File: config.mk
export PLATFORM = sky130hd
export DESIGN_NAME = video_frame_pacing_sync
export DESIGN_NICKNAME = d
export VERILOG_FILES = /design/src/rtl/vfps_pkg.sv /design/src/rtl/video_frame_pacing_sync.sv
export SDC_FILE = /design/constraint.sdc
export NUM_CORES = 1
export LEC_CHECK = 0
export ABC_CLOCK_PERIOD_IN_PS = 8100
export BUFFER_PORTS_ARGS = -buffer_cell sky130_fd_sc_hd__buf_2
export CAP_MARGIN = 20
export CORE_ASPECT_RATIO = 1.25
export CORE_MARGIN = 1.5
export CORE_UTILIZATION = 31
export CTS_CLUSTER_SIZE = 10
export DETAILED_ROUTE_END_ITERATION = 6
export PLACE_DENSITY_LB_ADDON = 0.1
export RECOVER_POWER = 25
export SYNTH_ARGS = -nofsm -noshare
export SYNTH_HDL_FRONTEND = slang
export SYNTH_SLANG_ARGS = --single-unit
File: constraint.sdc
create_clock -name clk -period 8.1 [get_ports clk]
set_input_delay 1.62 -clock clk [delete_from_list [all_inputs] [get_ports clk]]
set_output_delay 1.62 -clock clk [all_outputs]
set_load 0.05 [all_outputs]
File: src/rtl/vfps_pkg.sv
package vfps_pkg;

  // Widths of the request and result fields.
  localparam int unsigned DeltaW = 20;
  localparam int unsigned DurW   = 24;
  localparam int unsigned PosW   = 40;
  localparam int unsigned TimeW  = 32;
  localparam int unsigned LimW   = 20;
  localparam int unsigned NosyW  = 27;
  localparam int unsigned ActW   = 3;

  // Configuration port.
  localparam int unsigned CfgAddrW = 2;
  localparam int unsigned CfgDataW = 27;

  localparam logic [CfgAddrW-1:0] CFG_SYNC_MIN     = 2'd0;
  localparam logic [CfgAddrW-1:0] CFG_SYNC_MAX     = 2'd1;
  localparam logic [CfgAddrW-1:0] CFG_FRAMEDUP_LIM = 2'd2;
  localparam logic [CfgAddrW-1:0] CFG_NOSYNC_LIM   = 2'd3;

  // Reset values of the registers and the pacing state.
  localparam logic [LimW-1:0]  SYNC_MIN_RST     = 20'd100;
  localparam logic [LimW-1:0]  SYNC_MAX_RST     = 20'd500000;
  localparam logic [LimW-1:0]  FRAMEDUP_LIM_RST = 20'd100000;
  localparam logic [NosyW-1:0] NOSYNC_LIM_RST   = 27'd10000000;
  localparam logic [TimeW-1:0] TIMER_RST        = 32'd1000000;

  // Sync action codes.
  localparam logic [ActW-1:0] ACT_NONE    = 3'd0;
  localparam logic [ActW-1:0] ACT_CATCHUP = 3'd1;
  localparam logic [ActW-1:0] ACT_LONG    = 3'd2;
  localparam logic [ActW-1:0] ACT_REPEAT  = 3'd3;
  localparam logic [ActW-1:0] ACT_INSYNC  = 3'd4;
  localparam logic [ActW-1:0] ACT_DESYNC  = 3'd5;

  typedef struct packed {
    logic [DeltaW-1:0] delta_us;
    logic              frame_ready;
    logic [DurW-1:0]   frame_duration_us;
    logic [PosW-1:0]   frame_pos_us;
    logic [PosW-1:0]   master_pos_us;
    logic              seeking;
  } vfps_in_t;

  typedef struct packed {
    logic              frame_taken;
    logic [ActW-1:0]   sync_action;
    logic [TimeW-1:0]  next_delay_us;
    logic              underflow;
    logic              all_displayed;
    logic [PosW-1:0]   video_pos_us;
  } vfps_out_t;

endpackage

File: src/rtl/video_frame_pacing_sync.sv
// Channel   Direction  Handshake               Payload
// in_       request    in_valid / in_ready     in_data  (vfps_in_t)
// out_      result     out_valid / out_ready   out_data (vfps_out_t)
// cfg_      write      cfg_we                  cfg_addr, cfg_wdata
//
// Each request is held in the input register and is decided on the way into the
// result register. One request per cycle is sustained while out_ready is high;
// the pacing state updates once per request.
// Reset (synchronous, rst_n low) loads the register defaults and the pacing state.
// A stalled result holds the result register; the input register then fills and
// in_ready drops until out_ready returns.
module video_frame_pacing_sync (
  input  logic                                 clk,
  input  logic                                 rst_n,
  input  logic                                 in_valid,
  output logic                                 in_ready,
  input  vfps_pkg::vfps_in_t                   in_data,
  output logic                                 out_valid,
  input  logic                                 out_ready,
  output vfps_pkg::vfps_out_t                  out_data,
  input  logic                                 cfg_we,
  input  logic [vfps_pkg::CfgAddrW-1:0]        cfg_addr,
  input  logic [vfps_pkg::CfgDataW-1:0]        cfg_wdata
);
  import vfps_pkg::*;

  // Configuration registers.
  logic [LimW-1:0]  sync_min_r, sync_max_r, framedup_lim_r;
  logic [NosyW-1:0] nosync_lim_r;

  // Pipeline registers.
  logic      s1_valid_r;
  vfps_in_t  s1_r;
  logic      out_valid_r;
  vfps_out_t out_r;

  // Pacing state.
  logic [TimeW-1:0] timer_r, timer_nxt;
  logic [TimeW-1:0] interval_r, interval_nxt;
  logic [PosW-1:0]  shown_pos_r, shown_pos_nxt;
  logic             done_r, done_nxt;
  logic             last_seek_r;

  logic      advance;
  vfps_out_t res;

  logic [TimeW:0]   timer_sum;
  logic [TimeW-1:0] timer_sat;
  logic             due;
  logic [PosW:0]    diff;
  logic [PosW:0]    mag;
  logic [DurW-1:0]  thr_hi;
  logic [DurW-1:0]  thr;
  logic             ge_thr;
  logic             catchup;
  logic [DurW:0]    dur_x;
  logic [NosyW:0]   mag_n;
  logic [NosyW:0]   delay;
  logic [ActW-1:0]  action;

  assign advance   = s1_valid_r && (!out_valid_r || out_ready);
  assign in_ready  = !s1_valid_r || advance;
  assign out_valid = out_valid_r;
  assign out_data  = out_r;

  // Configuration writes.
  always_ff @(posedge clk) begin
    if (!rst_n) begin
      sync_min_r     <= SYNC_MIN_RST;
      sync_max_r     <= SYNC_MAX_RST;
      framedup_lim_r <= FRAMEDUP_LIM_RST;
      nosync_lim_r   <= NOSYNC_LIM_RST;
    end else if (cfg_we) begin
      unique case (cfg_addr)
        CFG_SYNC_MIN:     sync_min_r     <= cfg_wdata[LimW-1:0];
        CFG_SYNC_MAX:     sync_max_r     <= cfg_wdata[LimW-1:0];
        CFG_FRAMEDUP_LIM: framedup_lim_r <= cfg_wdata[LimW-1:0];
        CFG_NOSYNC_LIM:   nosync_lim_r   <= cfg_wdata[NosyW-1:0];
        default:          ;
      endcase
    end
  end

  // Timer accumulation with saturation, and the due check.
  always_comb begin
    timer_sum = {1'b0, timer_r} + {{(TimeW+1-DeltaW){1'b0}}, s1_r.delta_us};
    timer_sat = timer_sum[TimeW] ? {TimeW{1'b1}} : timer_sum[TimeW-1:0];
    due       = timer_sat >= interval_r;
  end

  // Video minus master difference and the clamped sync threshold.
  always_comb begin
    diff   = {1'b0, shown_pos_r} - {1'b0, s1_r.master_pos_us};
    mag    = diff[PosW] ? (~diff + 1'b1) : diff;
    thr_hi = (s1_r.frame_duration_us < {{(DurW-LimW){1'b0}}, sync_max_r}) ?
             s1_r.frame_duration_us : {{(DurW-LimW){1'b0}}, sync_max_r};
    thr    = (thr_hi < {{(DurW-LimW){1'b0}}, sync_min_r}) ?
             {{(DurW-LimW){1'b0}}, sync_min_r} : thr_hi;
    ge_thr = mag >= {{(PosW+1-DurW){1'b0}}, thr};
    // Catch-up covers a zero difference when the threshold is zero too.
    catchup = (diff[PosW] && ge_thr) || ((diff == '0) && (thr == '0));
  end

  // Sync decision and the next interval.
  always_comb begin
    dur_x = {1'b0, s1_r.frame_duration_us};
    mag_n = {1'b0, mag[NosyW-1:0]};
    delay = {{(NosyW+1-DurW){1'b0}}, dur_x[DurW-1:0]};
    if (mag >= {{(PosW+1-NosyW){1'b0}}, nosync_lim_r}) begin
      action = ACT_DESYNC;
    end else if (catchup) begin
      action = ACT_CATCHUP;
      // The magnitude stays below the no-sync limit, so it fits its width.
      delay  = (mag_n > {{(NosyW-DurW){1'b0}}, dur_x}) ? '0 :
               {{(NosyW-DurW){1'b0}}, dur_x} - mag_n;
    end else if (ge_thr && (s1_r.frame_duration_us >
                            {{(DurW-LimW){1'b0}}, framedup_lim_r})) begin
      action = ACT_LONG;
      delay  = {{(NosyW-DurW){1'b0}}, dur_x} + mag_n;
    end else if (ge_thr) begin
      action = ACT_REPEAT;
      delay  = {{(NosyW-DurW){1'b0}}, s1_r.frame_duration_us, 1'b0};
    end else begin
      action = ACT_INSYNC;
    end
  end

  // Next pacing state and the result of this request.
  always_comb begin
    timer_nxt     = timer_sat;
    interval_nxt  = interval_r;
    shown_pos_nxt = shown_pos_r;
    done_nxt      = (s1_r.seeking != last_seek_r) ? 1'b0 : done_r;
    res           = '0;
    res.sync_action = ACT_NONE;
    if (due) begin
      if (s1_r.frame_ready) begin
        timer_nxt       = timer_sat - interval_r;
        interval_nxt    = {{(TimeW-NosyW-1){1'b0}}, delay};
        shown_pos_nxt   = s1_r.frame_pos_us;
        res.frame_taken = 1'b1;
        res.sync_action = action;
      end else if (s1_r.seeking) begin
        done_nxt = 1'b1;
      end else begin
        res.underflow = 1'b1;
      end
    end
    res.next_delay_us = interval_nxt;
    res.all_displayed = done_nxt;
    res.video_pos_us  = shown_pos_nxt;
  end

  // Control state and pipeline valid bits.
  always_ff @(posedge clk) begin
    if (!rst_n) begin
      s1_valid_r  <= 1'b0;
      out_valid_r <= 1'b0;
      timer_r     <= TIMER_RST;
      interval_r  <= TIMER_RST;
      shown_pos_r <= '0;
      done_r      <= 1'b0;
      last_seek_r <= 1'b0;
    end else begin
      if (in_ready) begin
        s1_valid_r <= in_valid;
      end
      if (advance) begin
        out_valid_r <= 1'b1;
        timer_r     <= timer_nxt;
        interval_r  <= interval_nxt;
        shown_pos_r <= shown_pos_nxt;
        done_r      <= done_nxt;
        last_seek_r <= s1_r.seeking;
      end else if (out_ready) begin
        out_valid_r <= 1'b0;
      end
    end
  end

  // Payload registers.
  always_ff @(posedge clk) begin
    if (in_ready && in_valid) begin
      s1_r <= in_data;
    end
    if (advance) begin
      out_r <= res;
    end
  end

endmodule

==> results.json <==
{
  "syn_to_final_growth_pct": 16.4,
  "yosysTopAreaCell": "edfxtp_1",
  "period_share_pct": 94.6,
  "synth-compound-area-share_pct": 22.0,
  "die_h_um": 336,
  "ant_nets": 0,
  "post-route-min-period_ns": 7.66,
  "synthMuxAreaShare_pct": 2.19,
  "hpwl_mm": 74.8,
  "critical_path_required_ns": 8.46,
  "diodes": 0,
  "synth.area.top_cells": "edfxtp_1 22%, dfxtp_1 14%, ha_1 11%",
  "cp_slowest_cell": "or3_1",
  "n_fill_cell": 9349,
  "rsz0062_at_grt": "no",
  "htreeDepth": 2,
  "io_buffers": 239,
  "synthXorXnorAreaFrac_pct": 3.85,
  "crit_type": "flop to flop",
  "vias": 24607,
  "crit_path_max_fanout": 15,
  "run_status": "finished, violations left",
  "netlist_instances": 3239,
  "nets": 3907,
  "wl_mm": 97.4,
  "drive_above_1_share_pct": 13.1,
  "start_util_pct": 31.2,
  "cpMostUsedCell": "o21a_1",
  "grt_max_degree": 98,
  "synth_top_area_share_pct": 22.2,
  "timing.fmax_mhz": 131,
  "multi_input_area_mm2": 0.0161,
  "grt_pass1_wl_mm": 149,
  "antenna_found_initial": 1,
  "arrival_ns": 8.02,
  "slew_headroom_pct": -118,
  "drcViolationCount": 0,
  "vias_per_cell": 5.22,
  "postSynth.asyncResetShare_pct": 0,
  "max-cap-violations": 3,
  "cts_made_buffers": 50,
  "fp.dieW_um": 270,
  "hp-class": "flop to flop",
  "finalMaxSlewViolations": 120,
  "yosys_warnings": 0,
  "synth_simple_gate_area_share_pct": 18.4,
  "gp_congestion": 0.871,
  "seqCellArea_mm2": 0.0100,
  "ios": 240,
  "setup_violations": 0,
  "clock_path_buffers": 3,
  "critPathMaxStageDelay_ns": 0.49,
  "avgSynthCellArea_um2": 8.50,
  "synth_top_family_by_area": "compound AO/OA/AOI/OAI gates",
  "synth_edf_count": 204,
  "p_leak_uw": 0.0133,
  "cts.reportedPaths.clkPinSlew_ns": 0.06,
  "final.setup.tns_ns": 0,
  "skew_ns": 0.0305,
  "ys_seq_area_share_pct": 36.4,
  "hold_viol": 0,
  "synth_ff_type": "edfxtp_1",
  "clk_latency_ns": 0.62,
  "ir_drop_mv": 0.189,
  "syn-cell-area_mm2": 0.0275,
  "cts_tree": "yes",
  "whs_ns": 0.453,
  "synthAdderAreaFrac_pct": 11.7,
  "dieArea_mm2": 0.0906,
  "worst_setup_path_start_kind": "flop",
  "synth-seq-cells": 399,
  "wl_per_cell_um": 20.7,
  "track_usage_pct": 21.2,
  "cts.sinks": 399,
  "violations": "max-capacitance violations, max-slew violations",
  "critPathCaptureType": "flop",
  "synth_cell_types": 102,
  "core_area_mm2": 0.0882,
  "drtPass1Iterations": 5,
  "fin_util_pct": 36.3,
  "rows": 122,
  "grt_pass1_vias": 24562,
  "gr-total-overflow": 0,
  "power.density_mw_per_mm2": 217,
  "drtIter0Drc": 1413,
  "worst-slew-pin-transition_ns": 3.27,
  "cts_root_buf": "clkbuf_16"
}
## worst max-delay path, delay by kind of cell, from the launching register on
kind	cells	cell delay [ns]
adders and majority gates	3	0.77
buffers and inverters	3	0.44
DFF	1	0.38
muxes	1	0.34
and+or+nand+nor	8	1.50
AOI/OAI and AO/OA	18	3.94
## sequential cells by signal, summed over array words and instances, names as in the netlist
name and flops:
nosync_lim_r 27, framedup_lim_r 20, timer_r 32, sync_min_r 20, dur_x 24, s1_r 102, shown_pos_r 40, out_valid 1
sync_max_r 20, interval_r 32, out_data 78, s1_valid_r 1, done_r 1, last_seek_r 1
## synth_stat cells (14+ instances only)
cell      instances
nor2b_1          23
mux2_2           27
a22oi_1          30
ha_1            250
o21a_1           43
nand2b_1         32
a31oi_1          53
nor4_1           29
a211oi_1         35
o31ai_1          19
nand3_1          46
o21ai_0         146
or3_1            30
mux2i_1          30
nor3_1           75
xor2_1           50
nor2_1          151
nand2_1         546
a21oi_1         299
o21bai_1         21
inv_1           246
and2_1           21
or2_2            16
and3_1           24
dfxtp_1         195
clkbuf_1        105
buf_2            14
a21o_1           74
nand4_1          56
edfxtp_1        204
o211ai_1         48
xnor2_1          71
## through the flow
step / power [uW] / area (um^2) / setup slack [ns] / instances
CTS: 7030 / 32000 / 0.164 / 4709
floorplan: 4020 / 27500 / 0.183 / 3242
finish: 6950 / 32000 / 0.438 / 4711
global placement: 4780 / 30400 / 0.248 / 4616
global route: 7380 / 32000 / 0.000128 / 4711
detailed placement: 4770 / 30400 / 0.187 / 4616
## cell families after synthesis
logic type	Yosys count
buf+inv	384
xor+xnor	121
simple gates	1093
flops	399
compound gates	929
other cells	1
mux	57
fa+ha+maj	255
## path summary, 6_finish.rpt
path                                      from              to  slack [ns]  cells past startpoint
worst max-delay path            sync_max_r[10]    out_data[54]        0.44                     33
worst min-delay path            interval_r[26]  interval_r[26]        0.45                      2
worst max register to register  sync_max_r[10]    out_data[54]        0.44                     33
worst min register to register  interval_r[26]  interval_r[26]        0.45                      2
## power breakdown
group	switching [uW]	internal (uW)
logic	1510	876
registers	73.0	2270
clock network	919	1300
total	2500	4450
## layout by cell type (no fill, tap or decap), drive strengths merged, types with 13 or more instances in the layout
cell	n
o22ai	14
a22oi	30
nor3	76
nand4	57
mux2i	30
and2	21
nor2	154
a211oi	35
nand2b	32
ha	250
a2111oi	14
o211ai	48
a31oi	53
o31ai	20
o21bai	21
edfxtp	204
dfxtp	195
or2	16
nand3	46
a211o	13
and3	24
a21oi	301
mux2	27
o21ai	153
xnor2	71
o21a	43
clkbuf	126
a21o	74
buf	294
or3	31
nand2	546
xor2	50
nor4	32
inv	247
nor2b	23
## per-layer routing
layer / share of wire (%) / GRT usage (%) / up-vias
li1: - / - / 12248
met1: 43 / 26.1 / 11687
met2: 50 / 38.9 / 558
met3: 4.0 / 2.65 / 114
met4: 2.2 / 5.14 / 0
met5: 0 / 0 / -
## timing repair
item	CTS	global route
setup buffers	0	0
endpoints found under the setup margin	0	140
gates resized for setup	0	16
hold buffers	0	0
## cell type report
| class | instances | area share (%) |
|---|---|---|
| clock buffers | 86 | 4.88 |
| multi-input cells | 2459 | 50.3 |
| flip-flops and latches | 399 | 31.3 |
| inverters | 248 | 2.93 |
| repair buffers | 334 | 5.89 |
| clock inverters | 7 | 0.109 |
| well taps | 1178 | 4.60 |
Note: power is estimated with default switching activity, not from simulation.
